[src/hdl/max_on_time_purchases_defines.svh]
// Assertion macros shared by the max_on_time_purchases RTL.
// No dependencies; files that check their own logic include this header.
`ifndef MAX_ON_TIME_PURCHASES_DEFINES_SVH
`define MAX_ON_TIME_PURCHASES_DEFINES_SVH
`ifndef NO_ASSERTIONS
// Implication check, sampled on the rising clock edge and idle during reset.
`define MOT_ASSERT_IMPL(lbl, clk_s, rstn_s, ante, cons) \
  lbl: assert property (@(posedge clk_s) disable iff (!rstn_s) (ante) |-> (cons)) \
    else $error("max_on_time_purchases: check failed");
// Next-cycle check: the consequence must hold in the cycle after the antecedent.
`define MOT_ASSERT_NEXT(lbl, clk_s, rstn_s, ante, cons) \
  lbl: assert property (@(posedge clk_s) disable iff (!rstn_s) (ante) |=> (cons)) \
    else $error("max_on_time_purchases: check failed");
`else
`define MOT_ASSERT_IMPL(lbl, clk_s, rstn_s, ante, cons)
`define MOT_ASSERT_NEXT(lbl, clk_s, rstn_s, ante, cons)
`endif
`endif

[src/hdl/mot_pkg.sv]
// Shared types and constants for the max_on_time_purchases block.
// No dependencies; used by mot_cell and the top level.
`timescale 1ns / 1ps
package mot_pkg;

  // Commands broadcast to every cell of the sorted chain.
  localparam logic [1:0] OP_HOLD    = 2'd0;
  localparam logic [1:0] OP_INSERT  = 2'd1;
  localparam logic [1:0] OP_REPLACE = 2'd2;

  // Result action codes.
  localparam logic [1:0] ACT_REJECT = 2'd0;
  localparam logic [1:0] ACT_ADD    = 2'd1;
  localparam logic [1:0] ACT_SWAP   = 2'd2;

  // Fixed field widths of the stream payloads.
  localparam int FIELD_W      = 16;
  localparam int COUNT_OUT_W  = 7;
  localparam int TOTAL_OUT_W  = 16;
  localparam int ACTION_W     = 2;
  localparam int IN_TDATA_W   = 2 * FIELD_W;
  localparam int OUT_TDATA_W  = 24;
  localparam int OUT_PAD_W    = OUT_TDATA_W - COUNT_OUT_W - TOTAL_OUT_W;
  localparam int OUT_TUSER_W  = ACTION_W + 1;

  typedef struct packed {
    logic [1:0] op;
    logic       clr;
  } cell_cmd_t;

endpackage

[src/hdl/mot_cell.sv]
// One cell of the descending sorted cost chain of max_on_time_purchases.
// Depends on mot_pkg for the command struct and operation codes.
`timescale 1ns / 1ps
module mot_cell #(
  parameter int VALUE_BITS = 16
) (
  input  logic                  clk,
  input  logic                  rst_n,
  input  mot_pkg::cell_cmd_t    cmd,
  input  logic [VALUE_BITS-1:0] new_val,
  input  logic [VALUE_BITS-1:0] left_val,
  input  logic                  left_vld,
  input  logic [VALUE_BITS-1:0] right_val,
  input  logic                  right_vld,
  output logic [VALUE_BITS-1:0] own_val,
  output logic                  own_vld
);
  import mot_pkg::*;

  logic [VALUE_BITS-1:0] val_r, val_nxt;
  logic                  vld_r, vld_nxt;
  logic                  ge_own, ge_left, ge_right;

  // A pending clear makes the whole chain look empty to its neighbors.
  assign own_val = val_r;
  assign own_vld = vld_r & ~cmd.clr;

  assign ge_own   = own_vld   && (val_r     >= new_val);
  assign ge_left  = left_vld  && (left_val  >= new_val);
  assign ge_right = right_vld && (right_val >= new_val);

  always_comb begin
    val_nxt = val_r;
    vld_nxt = own_vld;
    case (cmd.op)
      OP_INSERT: begin
        // Larger entries stay, the new cost lands at the boundary, the rest shift right.
        if (ge_own) begin
          val_nxt = val_r;
        end else if (ge_left) begin
          val_nxt = new_val;
        end else begin
          val_nxt = left_val;
        end
        vld_nxt = own_vld | left_vld;
      end
      OP_REPLACE: begin
        // The head leaves: entries shift left until the new cost fits in.
        if (ge_right) begin
          val_nxt = right_val;
        end else if (ge_own) begin
          val_nxt = new_val;
        end else begin
          val_nxt = val_r;
        end
      end
      default: begin
        val_nxt = val_r;
      end
    endcase
  end

  always_ff @(posedge clk) begin
    if (!rst_n) begin
      vld_r <= 1'b0;
    end else begin
      vld_r <= vld_nxt;
    end
  end

  always_ff @(posedge clk) begin
    val_r <= val_nxt;
  end

endmodule

[src/hdl/max_on_time_purchases.sv]
// Greedy maximum on-time purchase selector over a sorted chain of cost cells.
// The accepted item waits in the item register; its outcome enters the result register once that is free.
// The item register takes no new item until the cell chain has applied the current one,
// since each update of the chain needs the previous total.
// Reset (synchronous, rst_n low) empties the chain valid bits, total, count and
// both handshakes at once; no clearing pass is needed. Depends on mot_pkg and mot_cell.
`timescale 1ns / 1ps
`include "max_on_time_purchases_defines.svh"
module max_on_time_purchases #(
  parameter int MAX_ITEMS  = 64,
  parameter int VALUE_BITS = 16
) (
  input  logic                             clk,
  input  logic                             rst_n,
  input  logic                             in_tvalid,
  output logic                             in_tready,
  // in_tdata: deadline_day [15:0], item_cost [31:16]
  input  logic [mot_pkg::IN_TDATA_W-1:0]   in_tdata,
  // in_tuser: new_list [0]
  input  logic                             in_tuser,
  output logic                             out_tvalid,
  input  logic                             out_tready,
  // out_tdata: taken_count [6:0], total_spent [22:7], zero pad [23]
  output logic [mot_pkg::OUT_TDATA_W-1:0]  out_tdata,
  // out_tuser: action [1:0], overflow [2]
  output logic [mot_pkg::OUT_TUSER_W-1:0]  out_tuser
);
  import mot_pkg::*;

  localparam int CNT_W = $clog2(MAX_ITEMS + 1);

  // The accepted item waits here for its update cycle.
  logic                  busy_r;
  logic                  new_list_r;
  logic [VALUE_BITS-1:0] day_r;
  logic [VALUE_BITS-1:0] cost_r;

  // Running selection state.
  logic [VALUE_BITS-1:0] total_r, total_nxt;
  logic [CNT_W-1:0]      count_r, count_nxt;

  // Output register; it parts the result side from the item register.
  logic                   out_tvalid_r;
  logic [OUT_TDATA_W-1:0] out_tdata_r;
  logic [OUT_TUSER_W-1:0] out_tuser_r;

  logic                  in_xfer;
  logic                  apply;
  cell_cmd_t             cmd;
  logic [1:0]            op_sel;
  logic [1:0]            action;
  logic                  ovf;
  logic [VALUE_BITS-1:0] total_eff;
  logic [CNT_W-1:0]      count_eff;
  logic [VALUE_BITS:0]   need;
  logic                  fits;

  logic [VALUE_BITS-1:0] cell_val [MAX_ITEMS];
  logic [MAX_ITEMS-1:0]  cell_vld;

  assign in_tready = ~busy_r;
  assign in_xfer   = in_tvalid & in_tready;
  // The chain updates once the result register can take the outcome.
  assign apply     = busy_r & (~out_tvalid_r | out_tready);

  always_ff @(posedge clk) begin
    if (!rst_n) begin
      busy_r <= 1'b0;
    end else if (in_xfer) begin
      busy_r <= 1'b1;
    end else if (apply) begin
      busy_r <= 1'b0;
    end
  end

  // Fields are taken at VALUE_BITS; the casts truncate or zero-extend.
  always_ff @(posedge clk) begin
    if (in_xfer) begin
      new_list_r <= in_tuser;
      day_r      <= VALUE_BITS'(in_tdata[FIELD_W-1:0]);
      cost_r     <= VALUE_BITS'(in_tdata[IN_TDATA_W-1:FIELD_W]);
    end
  end

  // A new list starts from an empty selection before this item is judged.
  assign total_eff = new_list_r ? '0 : total_r;
  assign count_eff = new_list_r ? '0 : count_r;
  // Full precision compare, so total plus cost never wraps.
  assign need      = {1'b0, total_eff} + {1'b0, cost_r};
  assign fits      = ({1'b0, day_r} >= need);

  // The chain head cell_val[0] is the dearest chosen cost.
  always_comb begin
    op_sel    = OP_HOLD;
    action    = ACT_REJECT;
    ovf       = 1'b0;
    total_nxt = total_eff;
    count_nxt = count_eff;
    if (fits) begin
      if (count_eff >= CNT_W'(MAX_ITEMS)) begin
        ovf = 1'b1;
      end else begin
        op_sel    = OP_INSERT;
        action    = ACT_ADD;
        total_nxt = total_eff + cost_r;
        count_nxt = count_eff + CNT_W'(1);
      end
    end else if (cell_vld[0] && (cost_r < cell_val[0])) begin
      op_sel    = OP_REPLACE;
      action    = ACT_SWAP;
      total_nxt = total_eff - cell_val[0] + cost_r;
    end
  end

  assign cmd.op  = apply ? op_sel : OP_HOLD;
  assign cmd.clr = apply & new_list_r;

  // Sorted chain: the first cell sees an all-ones sentinel, never smaller than the new cost, on its left,
  // the last cell an empty neighbor on its right.
  for (genvar i = 0; i < MAX_ITEMS; i++) begin : g_cell
    logic [VALUE_BITS-1:0] l_val, r_val;
    logic                  l_vld, r_vld;
    if (i == 0) begin : g_head
      assign l_val = '1;
      assign l_vld = 1'b1;
    end else begin : g_mid
      assign l_val = cell_val[i-1];
      assign l_vld = cell_vld[i-1];
    end
    if (i == MAX_ITEMS - 1) begin : g_tail
      assign r_val = '0;
      assign r_vld = 1'b0;
    end else begin : g_body
      assign r_val = cell_val[i+1];
      assign r_vld = cell_vld[i+1];
    end
    mot_cell #(
      .VALUE_BITS(VALUE_BITS)
    ) u_cell (
      .clk      (clk),
      .rst_n    (rst_n),
      .cmd      (cmd),
      .new_val  (cost_r),
      .left_val (l_val),
      .left_vld (l_vld),
      .right_val(r_val),
      .right_vld(r_vld),
      .own_val  (cell_val[i]),
      .own_vld  (cell_vld[i])
    );
  end

  always_ff @(posedge clk) begin
    if (!rst_n) begin
      total_r      <= '0;
      count_r      <= '0;
      out_tvalid_r <= 1'b0;
    end else begin
      if (apply) begin
        total_r      <= total_nxt;
        count_r      <= count_nxt;
        out_tvalid_r <= 1'b1;
      end else if (out_tready) begin
        out_tvalid_r <= 1'b0;
      end
    end
  end

  always_ff @(posedge clk) begin
    if (apply) begin
      out_tdata_r <= {{OUT_PAD_W{1'b0}}, TOTAL_OUT_W'(total_nxt), COUNT_OUT_W'(count_nxt)};
      out_tuser_r <= {ovf, action};
    end
  end

  assign out_tvalid = out_tvalid_r;
  assign out_tdata  = out_tdata_r;
  assign out_tuser  = out_tuser_r;

  // An accepted item blocks the input until its update cycle is done.
  `MOT_ASSERT_NEXT(a_busy_after_xfer, clk, rst_n, in_xfer, !in_tready)
  // The count never runs past the chain length.
  `MOT_ASSERT_IMPL(a_count_bound, clk, rst_n, 1'b1, count_r <= CNT_W'(MAX_ITEMS))
  // The second cell is valid only behind a valid head, and never holds a larger cost than the head.
  `MOT_ASSERT_IMPL(a_chain_sorted, clk, rst_n, cell_vld[1], cell_vld[0] && (cell_val[0] >= cell_val[1]))
  // A full-store refusal always reports a rejected item.
  `MOT_ASSERT_IMPL(a_ovf_reject, clk, rst_n, out_tvalid_r && out_tuser_r[ACTION_W], out_tuser_r[ACTION_W-1:0] == ACT_REJECT)

endmodule
[config.mk]
export PLATFORM = sky130hd
export DESIGN_NAME = max_on_time_purchases
export DESIGN_NICKNAME = d
export VERILOG_FILES = /design/src/hdl/mot_pkg.sv /design/src/hdl/mot_cell.sv /design/src/hdl/max_on_time_purchases.sv
export VERILOG_INCLUDE_DIRS = /design/src /design/src/hdl
export SDC_FILE = /design/constraint.sdc
export NUM_CORES = 2
export LEC_CHECK = 0
export ABC_AREA = 1
export BUFFER_PORTS_ARGS = -buffer_cell sky130_fd_sc_hd__buf_4
export CAP_MARGIN = 20
export CORE_MARGIN = 2
export CORE_UTILIZATION = 55
export DETAILED_ROUTE_END_ITERATION = 6
export GPL_ROUTABILITY_DRIVEN = 1
export PLACE_DENSITY = 0.71
export SLEW_MARGIN = 25
export SYNTH_ARGS = -nofsm -noshare
export SYNTH_HDL_FRONTEND = slang
export SYNTH_SLANG_ARGS = --single-unit
[constraint.sdc]
create_clock -name clk -period 36.1 [get_ports clk]
set_clock_uncertainty 0.2 [all_clocks]
set_input_delay 1.805 -clock clk [delete_from_list [all_inputs] [get_ports clk]]
set_output_delay 1.805 -clock clk [all_outputs]
set_load 0.03 [all_outputs]
==> flow_metrics.tcl <==
set metrics [dict create \
    outcome "completed" \
    die_h_um 428 \
    yosysMostFrequentCell "nand2_1" \
    grt_max_degree 209 \
    whs_endpoint "count_r[1]" \
    crit_path_start_kind "register" \
    cts_buffers 147 \
    cp_data_required_time_ns 36.57 \
    die-area_um2 183000 \
    finalSetupViolCount 0 \
    final_cell_count_no_fill 15327 \
    overflow 0 \
    cp_max_fo 158 \
    wirelength_um 339000 \
    vdd_drop_max_uv 45.1 \
    cts.sinks 1172 \
    drtAntennaViolNets 0 \
    clkTransAtPathRegs_ns 0.07 \
    ys_top_cells_by_area "edfxtp_1 33%, nand3_1 18%, nand2_1 15%, ha_1 14%, or2_2 6.0%" \
    yosys_warnings 0 \
    synth-edff-count 1083 \
    hold_viol 0 \
    ys_seq_elements 1172 \
    grt_pass1_vias 90773 \
    final_core_utilization_pct 58.7 \
    dr_total_vias 95636 \
    slowest_stage "buf_4" \
    cts_resized 0 \
    yosysTopAreaCell "edfxtp_1" \
    clockRootBuffer "clkbuf_16" \
    critical_path.top_delay_family "buffers and inverters" \
    place_inst 15054 \
    maxSlewHeadroom_pct 22.9 \
    cpMostUsedCell "nand2_1" \
    hold_path_depth 2 \
    synth_nets 14368 \
    antenna_found_initial 6 \
    start_util_pct 55.4 \
    finalNetCount 13977 \
    power-per-cell-area_nw_per_um2 37.3 \
    fin_crit_ns 9.85 \
    worstMarginPinSlew_ns 1.16 \
    pin_count 66 \
    min_path_type "register to register" \
    synth_area_per_cell_um2 7.47 \
    crit_type "register to register" \
    fin_crit_sh_pct 27.3 \
    clockBufferDepth 3 \
    crit_path_max_incr_delay_ns 0.86 \
    seq_area_frac_synth_pct 34.7 \
    core_um2 179000 \
    netlist_top_cells_count "3,879 x nand2_1, 3,470 x nand3_1, 1,083 x edfxtp_1" \
    cp.arrival_ns 10.31 \
    max_freq_ghz 0.102 \
    cts.hold.buffers_added 0 \
    rsz0062_at_grt "false" \
    final_layout_size_suffix_gt1_share_pct 11.3 \
    clk_latency_ns 0.81 \
    rrSetupSlack_ns 26.25 \
    place.gp.congestion 0.953 \
    syn_area_um2 98900 \
    drt_iter0_markers 11152 \
    reg2reg_depth 29 \
    r2r-start "new_list_r" \
    area_delta_synth_final_pct 6.05 \
    synth-main-ff-cell "edfxtp_1" \
    synth.distinct_cells 40 \
    dr.pass1.iters 6 \
    hpwl_um 221000 \
    drc_errors 0 \
    rows 155 \
    postCtsSetupRepairBufs 0 \
    path_buf_inv 9 \
    wl_per_cell_um 22.1 \
    synth_top_cell_area_share_pct 32.9 \
    h-tree-depth 4 \
    synth_cells 13239 \
    fp.dieW_um 428 \
    min_from "count_r[1]" \
    worstReg2RegEnd "g_cell[55].u_cell.own_val[2]" \
    grt_pass1_wl_um 521000 \
    ys_async_sr_fraction_pct 0 \
    end_kind "register" \
    p_leak_nw 47.2 \
    cap_viol_max_count 0 \
    grt_usage_pct 35.7 \
    holdWs_ns 0.254 \
    cts_tree "done" \
    routed_via_density 6.24 \
    slew_viol_final 0 \
    setup_total_negative_slack_ns 0 \
    portBuffers 64 \
]
-- stage by stage --
step                instance area (um2)  setup WS (ns)  power (mW)
floorplan                         98900          10.66        2.25
global placement                 100000          26.02        2.39
detailed placement               100000          26.43        2.42
CTS                              105000          26.41        3.91
global route                     105000          25.69        4.06
finish                           105000          26.25        3.91
-- registers in the layout (all words and copies together) (netlist names) --
register,count
out_tuser,3
out_tvalid,1
count_r,7
day_r,16
cost_r,16
total_r,16
g_cell.u_cell.own_val,1024
busy_r,1
new_list_r,1
g_cell.u_cell.vld_r,64
out_tdata,23
-- area by class of cell --
type	instances	area [um2]
antenna	2	5.00
fill	16558	73700
timing repair buffer	233	1880
tap	2355	2950
multi-input combinational	10784	59100
sequential	1172	34300
inverter	510	1980
clock inverter	56	552
clock buffer	215	4170
-- power breakdown --
part,internal [mW],total [mW],switching [mW]
Combinational,0.234,0.741,0.507
Clock,0.859,1.50,0.642
Sequential,1.60,1.67,0.0688
Total,2.69,3.91,1.22
-- metal layers --
layer | GRT usage, % | vias up | wire length [um] | share of wire (%)
li1 | - | 45071 | - | -
met1 | 47.0 | 44898 | 136000 | 40
met2 | 57.4 | 4666 | 153000 | 45
met3 | 6.08 | 991 | 31800 | 9.4
met4 | 16.6 | 10 | 17700 | 5.2
met5 | 0 | - | 65 | 0.019
-- worst max-delay path by stage --
stage | from | to | slack [ns] | depth (start not counted)
after floorplan | cost_r[0] | g_cell[10].u_cell.own_val[0] | 10.66 | 21
after global placement | new_list_r | g_cell[55].u_cell.own_val[3] | 26.02 | 29
after detailed placement | new_list_r | g_cell[55].u_cell.own_val[0] | 26.43 | 29
after CTS | new_list_r | g_cell[55].u_cell.own_val[0] | 26.41 | 29
after global routing | new_list_r | g_cell[55].u_cell.own_val[2] | 25.69 | 29
final | new_list_r | g_cell[55].u_cell.own_val[2] | 26.25 | 29
-- cells by family (layout without fill, tap and decap cells) --
logic type               after synthesis  count (layout)  synth area share, %
AND/OR/NAND/NOR                     8633            8633                 40.0
adder cells (fa/ha/maj)             1092            1092                 13.9
multiplexers                           1               1               0.0101
XOR/XNOR                              22              22                0.195
AO/OA/AOI/OAI                       1035            1035                 5.51
buffers and inverters               1283            1014                 5.65
flip-flops                          1172            1172                 34.7
other                                  1               3              0.00379
-- worst register-to-register path, delay by kind of cell, from the launching register on --
family | cells | cell delay (ns)
compound gates | 1 | 0.08
simple gates | 15 | 3.01
flops | 1 | 0.63
buf+inv | 9 | 4.59
fa+ha+maj | 4 | 1.16
-- cells in the final DEF, fill, tap and decap left out, types with 3 or more instances in the layout --
cell type  synthesis  routed
xor2_1            13      13
fa_1              16      16
nor3_1            98      98
and2_1            22      22
nand3_1         3470    3470
clkinv_1          16      38
inv_6              0      10
bufinv_16          0       8
clkinv_8           0       3
ha_1            1076    1074
nand2_1         3879    3875
clkinv_4           0       3
nand4_1           50      50
o21ai_1            3       4
o21ai_0          250     248
buf_6              4       3
inv_1            448     431
inv_4              0      13
clkbuf_16          0     151
nand3_2            3       3
nand3b_1           5       5
o211ai_1          28      28
inv_2             46      45
a21oi_1          673     673
clkbuf_8           0      15
nor4_1            41      41
nor2_1           114     113
clkbuf_1         353      49
o21bai_1           7       7
dfxtp_1           89      89
nand2_2            6       9
xnor2_1            9       9
or2_2            942     942
o21a_1            67      67
clkinv_2           0      11
edfxtp_1        1083    1083
buf_4            147     222
buf_12             0       6
Power figures use the tool's default switching activity.
